`src/rdis_pkg.sv`:
```
`timescale 1ns / 1ps
`default_nettype none
// ----------------------------------------------------------------------------
// rdis_pkg: shared types and constants of the read interval set
// Item codes, the command broadcast to the interval cells and the links
// that carry data between neighboring cells.
// ----------------------------------------------------------------------------
package rdis_pkg;

  // Widths of the item fields, the per-cell count contribution and the accumulator.
  localparam int unsigned NUM_W   = 31;
  localparam int unsigned FUNC_W  = 2;
  localparam int unsigned ICNT_W  = 7;
  localparam int unsigned CONT_W  = 32;
  localparam int unsigned ACC_W   = 34;

  // Item function codes.
  localparam logic [FUNC_W-1:0] FUNC_MARK  = 2'd0;
  localparam logic [FUNC_W-1:0] FUNC_COUNT = 2'd1;
  localparam logic [FUNC_W-1:0] FUNC_CLEAR = 2'd2;

  // Largest count that the result field can show.
  localparam logic [NUM_W-1:0] NUM_MAX = {NUM_W{1'b1}};

  // Operation that every cell carries out in the current cycle.
  typedef enum logic [2:0] {
    CELL_HOLD      = 3'd0,
    CELL_CLEAR     = 3'd1,
    CELL_CAPTURE   = 3'd2,
    CELL_SHIFT     = 3'd3,
    CELL_JOIN      = 3'd4,
    CELL_EXT_LEFT  = 3'd5,
    CELL_EXT_RIGHT = 3'd6,
    CELL_INSERT    = 3'd7
  } cell_op_e;

  // Broadcast from the controller to all cells.
  typedef struct packed {
    cell_op_e           op;
    logic [NUM_W-1:0]   article;
    logic [NUM_W-1:0]   group_low;
  } cell_cmd_t;

  // What a cell shows to its neighbors.
  typedef struct packed {
    logic               valid;
    logic               le;
    logic [NUM_W-1:0]   low;
    logic [NUM_W-1:0]   high;
    logic [CONT_W-1:0]  contrib;
  } cell_link_t;

  // What a cell reports to the controller after a compare.
  typedef struct packed {
    logic               seen;
    logic               hit_left;
    logic               hit_right;
  } cell_flag_t;

endpackage
`default_nettype wire

```
`src/rdis_cell.sv`:
```
`timescale 1ns / 1ps
`default_nettype none
// ----------------------------------------------------------------------------
// rdis_cell: one entry of the interval chain
// Holds one closed interval, compares it against the broadcast number and
// shifts data to and from its neighbors on insert, join and count.
// ----------------------------------------------------------------------------
module rdis_cell
  import rdis_pkg::*;
(
  input  logic       clk_i,
  input  logic       rst_ni,
  input  cell_cmd_t  cmd_i,
  input  cell_link_t left_i,
  input  cell_link_t right_i,
  output cell_link_t link_o,
  output cell_flag_t flag_o
);

  logic              valid_q;
  logic [NUM_W-1:0]  low_q;
  logic [NUM_W-1:0]  high_q;
  logic              le_q;
  logic              seen_q;
  logic              jl_q;
  logic              jr_q;
  logic [CONT_W-1:0] contrib_q;

  logic              le_d;
  logic [CONT_W-1:0] contrib_d;
  logic [NUM_W-1:0]  start_lo;
  logic              at_left;
  logic              at_pos;

  // The number lies at or above this entry's low end.
  assign le_d = valid_q && (low_q <= cmd_i.article);

  // Length of the part of this interval at or above the window's low end.
  assign start_lo  = (low_q < cmd_i.group_low) ? cmd_i.group_low : low_q;
  assign contrib_d = (valid_q && (high_q >= cmd_i.group_low)) ?
                     (CONT_W'(high_q) - CONT_W'(start_lo) + CONT_W'(1)) : '0;

  // This entry is the last one below the number, or the first one above it.
  assign at_left = le_q && !right_i.le;
  assign at_pos  = !le_q && left_i.le;

  assign flag_o.seen      = seen_q;
  assign flag_o.hit_left  = at_left && jl_q;
  assign flag_o.hit_right = at_pos && valid_q && jr_q;

  assign link_o.valid   = valid_q;
  assign link_o.le      = le_q;
  assign link_o.low     = low_q;
  assign link_o.high    = high_q;
  assign link_o.contrib = contrib_q;

  // Control state: entry valid bit and compare flags.
  always_ff @(posedge clk_i or negedge rst_ni) begin
    if (!rst_ni) begin
      valid_q <= 1'b0;
      le_q    <= 1'b0;
      seen_q  <= 1'b0;
      jl_q    <= 1'b0;
      jr_q    <= 1'b0;
    end else begin
      case (cmd_i.op)
        CELL_CLEAR: begin
          valid_q <= 1'b0;
        end
        CELL_CAPTURE: begin
          le_q   <= le_d;
          seen_q <= le_d && (high_q >= cmd_i.article);
          jl_q   <= valid_q && ((CONT_W'(high_q) + CONT_W'(1)) == CONT_W'(cmd_i.article));
          jr_q   <= valid_q && (CONT_W'(low_q) == (CONT_W'(cmd_i.article) + CONT_W'(1)));
        end
        CELL_JOIN: begin
          if (!le_q) begin
            valid_q <= right_i.valid;
          end
        end
        CELL_INSERT: begin
          if (at_pos) begin
            valid_q <= 1'b1;
          end else if (!le_q) begin
            valid_q <= left_i.valid;
          end
        end
        default: begin
        end
      endcase
    end
  end

  // Interval bounds and the count contribution.
  always_ff @(posedge clk_i) begin
    case (cmd_i.op)
      CELL_CAPTURE: begin
        contrib_q <= contrib_d;
      end
      CELL_SHIFT: begin
        contrib_q <= right_i.contrib;
      end
      CELL_JOIN: begin
        if (at_left) begin
          high_q <= right_i.high;
        end else if (!le_q) begin
          low_q  <= right_i.low;
          high_q <= right_i.high;
        end
      end
      CELL_EXT_LEFT: begin
        if (at_left) begin
          high_q <= cmd_i.article;
        end
      end
      CELL_EXT_RIGHT: begin
        if (at_pos) begin
          low_q <= cmd_i.article;
        end
      end
      CELL_INSERT: begin
        if (at_pos) begin
          low_q  <= cmd_i.article;
          high_q <= cmd_i.article;
        end else if (!le_q) begin
          low_q  <= left_i.low;
          high_q <= left_i.high;
        end
      end
      default: begin
      end
    endcase
  end

endmodule
`default_nettype wire

```
`config.mk`:
```
export PLATFORM = sky130hd
export DESIGN_NAME = rdis_cell
export DESIGN_NICKNAME = d
export VERILOG_FILES = /design/src/rdis_pkg.sv /design/src/rdis_cell.sv
export SDC_FILE = /design/constraint.sdc
export NUM_CORES = 1
export LEC_CHECK = 0
export ABC_AREA = 1
export BUFFER_PORTS_ARGS = -buffer_cell sky130_fd_sc_hd__buf_4
export CAP_MARGIN = 20
export CORE_MARGIN = 2
export CORE_UTILIZATION = 55
export DETAILED_ROUTE_END_ITERATION = 12
export GPL_TIMING_DRIVEN = 0
export PLACE_DENSITY = 0.93
export SLEW_MARGIN = 20
export SYNTH_ARGS = -nofsm -noshare
export SYNTH_HDL_FRONTEND = slang
export SYNTH_SLANG_ARGS = --single-unit
```
`constraint.sdc`:
```
create_clock -name clk_i -period 8.62 [get_ports clk_i]
set_clock_uncertainty 0.1 [all_clocks]
set_input_delay 0.431 -clock clk_i [delete_from_list [all_inputs] [get_ports clk_i]]
set_output_delay 0.431 -clock clk_i [all_outputs]
set_load 0.05 [all_outputs]
```
==> results.py, run 1 <==
metrics = {
    "outcome": {
        "status": "finished, final reports clean",
    },
    "global_routing": {
        "grt_pass1_vias": 15520,
        "grt_max_degree": 25,
        "overflow": 0,
        "antenna_found_initial": 0,
        "grt_usage_pct": 42.14,
        "grt_pass1_wl_mm": 83.03,
    },
    "timing": {
        "post-route-period-util_pct": 60.65,
        "period_needed_ns": 5.228,
        "rsz0062_at_grt": "false",
        "slew_headroom_pct": 26.51,
        "timing.hold.ws_ns": 0.2286,
        "setup_violations": 0,
        "drv_slew": 0,
        "fmax_mhz": 191.3,
        "tightest_slew_ns": 1.098,
        "hold_violations": 0,
    },
    "routing": {
        "ant_nets": 0,
        "via_count": 16030,
        "wl_per_cell_um": 20.72,
        "post-route-drc-count": 0,
        "postRouteWirelength_mm": 55.26,
        "firstDrtPassIters": 5,
        "via_per_inst": 6.012,
        "drt_iter0_markers": 1686,
    },
    "critical_path": {
        "crit_family": "compound AO/OA/AOI/OAI gates",
        "path_cells": "ha_1, nand2_1, nor2_1, nand4_1, nor4_1, nand2_1, nand2_1, clkbuf_1, o21ai_0, ha_1, ha_1, fa_1, nand3_1, nand2_1, a21boi_1, o21ai_0, a21oi_1, xor2_1, o21ai_1",
        "worstSetupPathType": "reg -> reg",
        "rr_worst_depth": 19,
        "crit_path_start_kind": "register",
        "cpMostUsedCell": "nand2_1",
        "r2r_end": "contrib_q[23]",
        "r2r_slack_ns": 3.39,
        "cpMaxStageDelayCell": "edfxtp_1",
        "r2r_start": "low_q[30]",
        "cpPeakStageDelay_ns": 0.55,
        "crit_arrival_ns": 5.25,
        "cp_num_cells": 19,
        "cp_max_fo": 10,
        "critPathBufInv": 1,
        "worst_ep_required_time_ns": 8.64,
        "cp-end-kind": "register",
    },
    "pwr": {
        "p_leak_nw": 8.027,
        "peakVddDrop_v": 0.00009037,
        "p_per_area_nw_per_um2": 146.5,
    },
    "hold_path": {
        "worstHoldEndpoint": "contrib_q[27]",
        "min_path_type": "in -> reg",
        "hold_path.startpoint": "right_i[27]",
        "whs_path_depth": 3,
    },
    "placed_design": {
        "portBuffers": 313,
        "place.gp.congestion": 0.9891,
        "place_inst": 2650,
        "place_hpwl_mm": 46.29,
    },
    "clocking": {
        "clockBufferDepth": 2,
        "numCtsBuffers": 9,
        "cts_tree": "done",
        "clk_pin_slew_ns": 0.09,
        "cts_sinks": 99,
        "htree_levels": 3,
        "clockRootBuffer": "clkbuf_16",
        "clkLatencyLatePin_ns": 0.37,
    },
    "synthesis": {
        "syn_area_um2": 13290,
        "syn-num-nets": 2457,
        "synth_top_cell_by_area": "edfxtp_1",
        "seq_area_frac_synth_pct": 22.18,
        "synth_top_area_share_pct": 21.24,
        "syn_area_per_cell_um2": 6.608,
        "synthCells": 2011,
        "ys_warn_count": 0,
        "synth.distinct_cells": 40,
        "synth.area.top_cells": "edfxtp_1, nand2_1, ha_1",
        "ys_ff_latch": 99,
    },
    "floorplan": {
        "floorplan.initialDensity_pct": 56.27,
        "die_h_um": 159.4,
        "fp-row-count": 56,
        "ioPinCount": 358,
        "die_w_um": 159.4,
        "die-area_um2": 25420,
        "core_area_um2": 23610,
    },
    "finish": {
        "finalNonFillerCells": 2667,
        "syn_to_final_growth_pct": 23.83,
        "nets": 2789,
        "layout-drive-gt1-share_pct": 16.44,
        "antenna_cells": 0,
        "final_util_pct": 69.69,
    },
    "run": {
        "drv_cap": 0,
    },
}
-- placed cells by master, fill, tap and decap left out, types with 14 or more instances in the layout --
cell type  count
nand4_1       30
o22ai_1       14
xor2_1        39
edfxtp_1      94
nand3_1      121
a21oi_1      142
nor2_1       204
clkbuf_1      38
nand2_1      638
o21ai_0      110
ha_1         186
inv_1        187
nor3_1        17
buf_4        319
xnor2_1       32
o211ai_1      55
-- metrics by stage --
stage / setup slack (ns) / TNS [ns] / power (mW) / area (µm²)
2_1_floorplan: 2.089 / 0 / 1.507 / 13290
3_3_place_gp: -0.9813 / -30.30 / 1.907 / 16040
3_5_place_dp: 3.497 / 0 / 1.939 / 16150
4_1_cts: 3.488 / 0 / 2.366 / 16450
5_1_grt: 3.034 / 0 / 2.534 / 16450
6_report: 3.392 / 0 / 2.410 / 16450
-- timing repair --
action,4_1_cts,5_1_grt
setup buffers,0,0
hold buffers,1,0
endpoints found under the hold margin,5,0
gates resized for setup,0,0
-- sequential cells by signal, summed over array words and instances, names as in the netlist --
name and count:
valid_q 1, high_q 31, contrib_q 32, jl_q 1, jr_q 1, le_q 1, seen_q 1, low_q 31
-- worst min-delay path: cells and delay by family --
kind / cells / cell delay [ns]
buf+inv: 1 / 0.08
simple gates: 2 / 0.09
-- how the worst max path moves through the flow --
stage / startpoint / end / slack (ns)
5_1_grt: low_q[30] / contrib_q[27] / 3.03
2_1_floorplan: cmd_i[64] / high_q[0] / 2.09
4_1_cts: low_q[30] / contrib_q[23] / 3.49
3_5_place_dp: low_q[30] / contrib_q[23] / 3.50
3_3_place_gp: cmd_i[64] / high_q[0] / -0.98
6_report: low_q[30] / contrib_q[23] / 3.39
-- layer usage --
metal,part of all wire (%),vias to the layer above,GRT usage [%],wire [µm]
li1,-,7466,-,-
met1,35,7176,49.66,19500
met2,47,1179,72.85,25850
met3,11,213,6.330,6295
met4,6.5,0,24.83,3617
met5,0,-,0,0
-- report_power, final --
part	leakage [nW]	internal, mW	total [mW]	switching [mW]
logic	6.92	0.465	1.30	0.839
clock network	0.147	0.206	0.434	0.229
registers	0.961	0.589	0.672	0.0829
total	8.03	1.26	2.41	1.15
-- kinds of logic (layout without fill, tap and decap cells) --
family	after synthesis	in the layout	share of synthesized area [%]
adders and majority gates	187	187	17.66
buffers and inverters	244	581	7.137
and+or+nand+nor	1054	1054	32.82
DFF	99	99	22.18
AOI/OAI and AO/OA	352	352	14.83
xor gates and xnor gates	75	75	5.358
-- cell type report --
class / instances / area (µm²)
multi-input cells: 1668 / 9417
well taps: 319 / 399.1
repair buffers: 321 / 2445
inverters: 188 / 705.7
plain buffers: 56 / 242.7
flip-flops and latches: 99 / 2948
fillers: 2083 / 7158
clock buffers: 9 / 225.2
clock inverters: 7 / 72.57
-- cells in the mapped netlist --
| cell type | number |
|---|---|
| nand2_2 | 4 |
| xnor2_1 | 32 |
| ha_1 | 186 |
| xor2_1 | 39 |
| a21oi_1 | 143 |
| o211ai_1 | 55 |
| o21a_1 | 7 |
| clkbuf_1 | 38 |
| nand3_1 | 121 |
| o21ai_0 | 110 |
| a31oi_1 | 1 |
| fa_1 | 1 |
| xnor3_1 | 4 |
| a21boi_0 | 1 |
| nand4_1 | 30 |
| nand3b_1 | 4 |
| nand3_2 | 4 |
| nor4_1 | 11 |
| a2111oi_0 | 1 |
| nand2_1 | 638 |
| nor3_1 | 17 |
| o22ai_1 | 14 |
| nor2_1 | 205 |
| edfxtp_1 | 94 |
| nor2_4 | 5 |
| o2111ai_1 | 1 |
| inv_2 | 1 |
| buf_2 | 7 |
| o21bai_1 | 6 |
| o221ai_1 | 1 |
| a21boi_1 | 1 |
| o21ai_1 | 10 |
| buf_4 | 4 |
| nor2_2 | 9 |
| nand3b_2 | 1 |
| dfrtp_1 | 5 |
| inv_1 | 187 |
| o311ai_0 | 1 |
| or2_2 | 5 |
| clkbuf_2 | 7 |
(Power assumes the default switching activity.)
==> inputs of run 2 (changes only) <==
Settings changed: ABC_AREA 1 to 0, CORE_UTILIZATION 55 to 49, PLACE_DENSITY 0.93 to 0.89.
Clock period 8.62 ns to 4.8 ns, I/O delays scaled along.
==> run 2 against run 1 <==
The run now ends with setup timing left. Maximum frequency is 2.3% higher. Synthesized cell count is 33% lower. Sequential power is 80% higher. Register-to-register slack worse by 3.7 ns. Setup slack worse by 3.7 ns. Largest cell class unchanged.
==> results.py, run 2 <==
metrics = {
    "outcome": {
        "status": "finished with violations",
        "violations": "setup timing",
    },
    "placed_design": {
        "place.gp.congestion": 0.9343,
        "place_hpwl_mm": 34.65,
        "portBuffers": 301,
        "pre_cts_ws_ns": -0.6282,
        "place_inst": 1984,
        "place_area_um2": 14910,
    },
    "timing": {
        "period_needed_ns": 5.110,
        "fmax_mhz": 195.7,
        "worst_slack_ns": -0.3097,
        "post-route-period-util_pct": 106.5,
        "hold_violations": 0,
        "slew_headroom_pct": 34.62,
        "tightest_slew_ns": 0.9806,
        "rsz0062_at_grt": "true",
        "setup_tns_ns": -2.911,
        "setup_violations": 15,
        "drv_slew": 0,
    },
    "run": {
        "drv_cap": 0,
    },
    "clocking": {
        "cts_sinks": 99,
        "clk_pin_slew_ns": 0.09,
        "htree_levels": 3,
        "cts_tree": "done",
        "clockBufferDepth": 2,
        "numCtsBuffers": 9,
        "clockRootBuffer": "clkbuf_16",
        "clkLatencyLatePin_ns": 0.37,
    },
    "global_routing": {
        "overflow": 0,
        "grt_usage_pct": 32.72,
        "grt_max_degree": 32,
        "grt_pass1_wl_mm": 66.34,
        "grt_pass1_vias": 12360,
        "antenna_found_initial": 1,
    },
    "finish": {
        "largest_register_ffs": 32,
        "finalNonFillerCells": 2031,
        "antenna_cells": 0,
        "layout_common_cells": "buf_4, ha_1, inv_1, a21oi_1, edfxtp_1",
        "layout-drive-gt1-share_pct": 28.12,
        "final_common_cell": "buf_4",
        "final_area_um2": 15920,
        "syn_to_final_growth_pct": 31.78,
        "regMostFlops": "contrib_q",
        "fillers": 1969,
        "multi_input_area_um2": 8914,
        "seqCellArea_um2": 2948,
        "nets": 2148,
        "reg_top3": "contrib_q: 32 flops, high_q: 31 flops, low_q: 31 flops",
    },
    "floorplan": {
        "die-area_um2": 25920,
        "floorplan.initialDensity_pct": 49.81,
        "die_w_um": 161,
        "die_h_um": 161,
        "ioPinCount": 358,
        "core_area_um2": 24250,
        "fp-row-count": 57,
    },
    "routing": {
        "via_per_inst": 6.163,
        "ant_nets": 0,
        "via_count": 12520,
        "drt_iter0_markers": 1320,
        "post-route-drc-count": 0,
        "firstDrtPassIters": 7,
        "wl_per_cell_um": 21.82,
        "postRouteWirelength_mm": 44.33,
    },
    "synthesis": {
        "syn_area_per_cell_um2": 8.907,
        "seq_area_frac_synth_pct": 24.41,
        "synth_top_area_share_pct": 23.37,
        "ys_warn_count": 0,
        "synth.most_common_cell": "ha_1",
        "ys_ff_latch": 99,
        "synthCells": 1356,
        "syn-num-nets": 1802,
        "synth_edf_count": 94,
        "synth_top_cell_by_area": "edfxtp_1",
        "syn_area_um2": 12080,
        "ys_top_cells_by_count": "ha_1, inv_1, a21oi_1, edfxtp_1, nor2_1",
        "async_reset_ff_share_pct": 5.051,
        "synth.distinct_cells": 83,
        "synth_ff_type": "edfxtp_1",
        "synth.area.top_cells": "edfxtp_1, ha_1, mux2i_1",
    },
    "critical_path": {
        "crit_arrival_ns": 5.14,
        "crit_path_start_kind": "register",
        "cp-end-kind": "register",
        "worst_ep_required_time_ns": 4.83,
        "worstSetupPathType": "reg -> reg",
        "cp_max_fo": 5,
    },
    "pwr": {
        "p_per_area_nw_per_um2": 278.1,
        "finalPower_mw": 4.427,
        "peakVddDrop_v": 0.0002067,
        "p_leak_nw": 7.413,
    },
    "hold_path": {
        "min_path_type": "in -> reg",
    },
}
[run 2: cell count changes in the layout (fill, tap and decap cells not counted), moves of 23 or more]
cell	delta
nand2_1	-580
nor2_1	-120
nand3_1	-91
inv_1	-73
mux2i_1	+69
o21ai_0	-67
a21o_1	+50
a21oi_1	-47
o211ai_1	-45
a222oi_1	+31
a22o_1	+28
ha_1	-23
[run 2: repair_timing]
action,4_1_cts,5_1_grt
gates cloned,1,0
resized for setup,58,29
hold endpoints to repair,5,0
endpoints found under the setup margin,19,19
pin swaps,39,31
setup buffers,24,7
hold buffers,1,0
[run 2: worst max-delay path, stage by stage, from the launching register on]
cell      delay (ns)
edfxtp_1        0.50
ha_1            0.35
a21o_1          0.16
a21o_1          0.18
a21oi_2         0.13
o21ai_1         0.07
a21o_1          0.18
a221oi_4        0.31
o21ai_4         0.15
mux2_4          0.34
ha_4            0.26
inv_2           0.04
ha_4            0.15
fa_2            0.35
a211oi_2        0.21
o21a_1          0.21
a211oi_2        0.12
a211oi_4        0.21
o211ai_1        0.19
a311oi_1        0.33
xnor2_1         0.12
a22o_1          0.19
[run 2: stage by stage]
step                utilization, %  hold slack (ns)
CTS                          64.81          0.04213
floorplan                        -          -0.1556
finish                       65.64          0.04493
detailed placement           61.51         -0.05424
global placement             61.19         -0.05575
global route                 65.64          0.04886
[run 2: final cells by class]
type                    count  share of cell area [%]
plain buffers              67                   2.067
clock buffers               9                   1.415
clock inverters             7                  0.4245
inverters                 116                   2.736
multi-input cells        1072                   56.00
flip-flops and latches     99                   18.52
well taps                 324                   2.547
repair buffers            337                   16.29
[run 2: logic make-up (layout without fill, tap and decap cells)]
group	count (synthesis)	after routing	share of synthesized area, %
XOR/XNOR	94	94	6.817
multiplexers	74	74	6.164
flip-flops	99	99	24.41
adder cells (fa/ha/maj)	187	187	19.43
AO/OA/AOI/OAI	381	381	21.66
buffers and inverters	185	536	6.185
AND/OR/NAND/NOR	336	336	15.33
[run 2: path summary, 6_finish.rpt]
path	startpoint	to	slack, ns	cells past startpoint
setup / recovery	low_q[8]	contrib_q[29]	-0.31	21
setup reg to reg	low_q[8]	contrib_q[29]	-0.31	21
hold reg to reg	seen_q	seen_q	0.45	2
hold / removal	right_i[73]	low_q[10]	0.04	3
min in group asynchronous	rst_ni	le_q	0.12	2
max in group asynchronous	rst_ni	jr_q	4.37	2
[run 2: per-layer routing]
| metal | vias to the layer above | GRT usage (%) | share of wire, % |
|---|---|---|---|
| li1 | 5833 | - | - |
| met1 | 5864 | 42.11 | 40 |
| met2 | 705 | 55.13 | 47 |
| met3 | 114 | 4.982 | 9.0 |
| met4 | 2 | 13.47 | 4.0 |
| met5 | - | 0 | 0.029 |
[run 2: power breakdown]
part           internal [mW]  switching (mW)  leakage [nW]
Combinational           1.09            1.37          6.31
Sequential              1.05           0.160         0.958
Clock                  0.368           0.392         0.146
==> inputs of run 3 (changes only) <==
Settings changed: CELL_PAD_IN_SITES_DETAIL_PLACEMENT set to 1, CELL_PAD_IN_SITES_GLOBAL_PLACEMENT set to 1, CORE_UTILIZATION 49 to 32, PLACE_DENSITY 0.89 to 0.82.
==> run 3 against run 2 <==
Combinational power rose by 2%. Largest cell class unchanged. Highest routed layer is now met4. Critical endpoint is now contrib_q[21]. Count of clock-buffer cells in the layout unchanged. Total power up 1.1%. Register-to-register slack about the same. The flow still finishes with violations (setup timing). Critical path type unchanged. Non-clock buffer count rose by 8. Sequential power about the same. Via count is 0.27% lower. Design area up 2.0%. Wire length rose by 16%. Flip-flop and latch count unchanged. Critical path depth increased by 2.
==> results.py, run 3 (synthesis results as in run 2) <==
metrics = {
    "floorplan": {
        "die_h_um": 198.3,
        "ioPinCount": 358,
        "die_w_um": 198.3,
        "die-area_um2": 39310,
        "floorplan.initialDensity_pct": 32.29,
        "fp-row-count": 71,
        "core_area_um2": 37400,
    },
    "timing": {
        "timing.hold.ws_ns": 0.02836,
        "hold_violations": 0,
        "tightest_slew_ns": 1.123,
        "setup_violations": 17,
        "drv_slew": 0,
        "post-route-period-util_pct": 106.7,
        "slew_headroom_pct": 25.15,
        "period_needed_ns": 5.124,
        "worst_slack_ns": -0.3235,
        "rsz0062_at_grt": "true",
        "fmax_mhz": 195.2,
    },
    "clocking": {
        "clk_pin_slew_ns": 0.08,
        "numCtsBuffers": 9,
        "cts_tree": "done",
        "clockRootBuffer": "clkbuf_16",
        "cts_sinks": 99,
        "clockBufferDepth": 2,
        "clkLatencyLatePin_ns": 0.39,
        "htree_levels": 3,
    },
    "critical_path": {
        "worstSetupPathType": "reg -> reg",
        "cpMaxStageDelayCell": "edfxtp_1",
        "r2r_start": "low_q[15]",
        "path_cells": "ha_2, a21o_1, a21o_1, a21oi_2, o21ai_1, a31o_2, a221oi_4, o21ai_4, clkbuf_16, buf_4, mux2i_1, ha_1, ha_2, a21o_1, a21o_1, a21o_1, a211oi_4, buf_4, buf_6, o21ai_4, a31oi_1, xnor2_1, a22o_1",
        "r2r_end": "contrib_q[21]",
        "cp_max_fo": 6,
        "crit_arrival_ns": 5.17,
        "crit_path_start_kind": "register",
        "r2r_slack_ns": -0.32,
        "worst_ep_required_time_ns": 4.84,
        "rr_worst_depth": 23,
        "cpPeakStageDelay_ns": 0.52,
        "cp-end-kind": "register",
        "cpMostUsedCell": "a21o_1",
    },
    "pwr": {
        "peakVddDrop_v": 0.0001904,
        "p_leak_nw": 7.461,
        "finalPower_mw": 4.476,
        "p_per_area_nw_per_um2": 275.6,
    },
    "global_routing": {
        "grt_usage_pct": 25.43,
        "grt_pass1_wl_mm": 74.87,
        "grt_pass1_vias": 12880,
        "grt_max_degree": 29,
        "antenna_found_initial": 3,
        "overflow": 0,
    },
    "finish": {
        "layout_common_cells": "buf_4, ha_1, inv_1, edfxtp_1, a21oi_1",
        "regMostFlops": "contrib_q",
        "reg_top3": "contrib_q: 32 flops, high_q: 31 flops, low_q: 31 flops",
        "syn_to_final_growth_pct": 34.47,
        "nets": 2156,
        "final_util_pct": 43.42,
        "largest_register_ffs": 32,
        "layout-drive-gt1-share_pct": 28.70,
        "final_common_cell": "buf_4",
    },
    "routing": {
        "ant_nets": 0,
        "firstDrtPassIters": 8,
        "postRouteWirelength_mm": 51.55,
        "wl_per_cell_um": 23.15,
        "drt_iter0_markers": 1100,
        "via_count": 12480,
        "via_per_inst": 5.606,
        "post-route-drc-count": 0,
    },
    "hold_path": {
        "min_path_type": "in -> reg",
        "worstHoldEndpoint": "low_q[9]",
        "whs_path_depth": 3,
        "hold_path.startpoint": "right_i[72]",
    },
    "placed_design": {
        "portBuffers": 301,
        "place_hpwl_mm": 41.00,
        "place.gp.congestion": 0.8759,
    },
    "outcome": {
        "violations": "setup timing",
        "status": "finished with violations",
    },
    "run": {
        "drv_cap": 0,
    },
}
==> run 3: timing repair <==
action,4_1_cts,5_1_grt
gates resized for setup,50,41
hold buffers,1,0
gates cloned,0,1
endpoints found under the setup margin,21,21
setup buffers,20,22
endpoints found under the hold margin,5,0
pin swaps,33,24
==> run 3: report_power, final <==
| part | leakage [nW] | switching, mW | internal (mW) |
|---|---|---|---|
| Sequential | 0.958 | 0.167 | 1.05 |
| Combinational | 6.37 | 1.44 | 1.08 |
| Clock | 0.134 | 0.345 | 0.396 |
==> run 3: cell type report <==
cell class,instances,area [µm²]
inverter,116,435.4
buffer,66,329.1
clock buffer,9,225.2
tap,511,639.4
antenna,2,5.005
fill,4353,21160
sequential,99,2948
clock inverter,6,57.56
timing repair buffer,346,2653
multi-input combinational,1072,8949
==> run 3: worst max-delay path by stage <==
stage / from / endpoint / cells past startpoint
2_1_floorplan: low_q[24] / contrib_q[29] / 21
3_3_place_gp: cmd_i[63] / jl_q / 9
3_5_place_dp: low_q[1] / contrib_q[29] / 20
4_1_cts: low_q[24] / contrib_q[28] / 20
5_1_grt: low_q[15] / contrib_q[24] / 21
6_report: low_q[15] / contrib_q[21] / 23
==> run 3: critical path, delay by kind of cell, from the launching register on <==
family | cells | cell delay (ns)
AO/OA/AOI/OAI | 14 | 2.65
XOR/XNOR | 1 | 0.11
adder cells (fa/ha/maj) | 3 | 0.78
buffers and inverters | 4 | 0.61
flip-flops | 1 | 0.52
multiplexers | 1 | 0.11
==> run 3: per-layer routing <==
metal,routed length (µm),vias to the layer above,GRT usage [%]
met5,0,-,0
met4,2233,0,12.23
met1,22580,6092,32.85
li1,-,5836,-
met3,2647,108,3.509
met2,24100,448,41.73
==> run 3: through the flow <==
step	cells	setup WS (ns)	area, µm²	setup TNS, ns
2_1_floorplan	1356	-0.1515	12170	-0.6496
3_3_place_gp	2168	-0.8083	15070	-9.973
3_5_place_dp	2171	-0.7661	15150	-9.361
4_1_cts	2205	-0.3738	15820	-3.771
5_1_grt	2227	-0.6053	16240	-7.438
6_report	2227	-0.3235	16240	-3.268
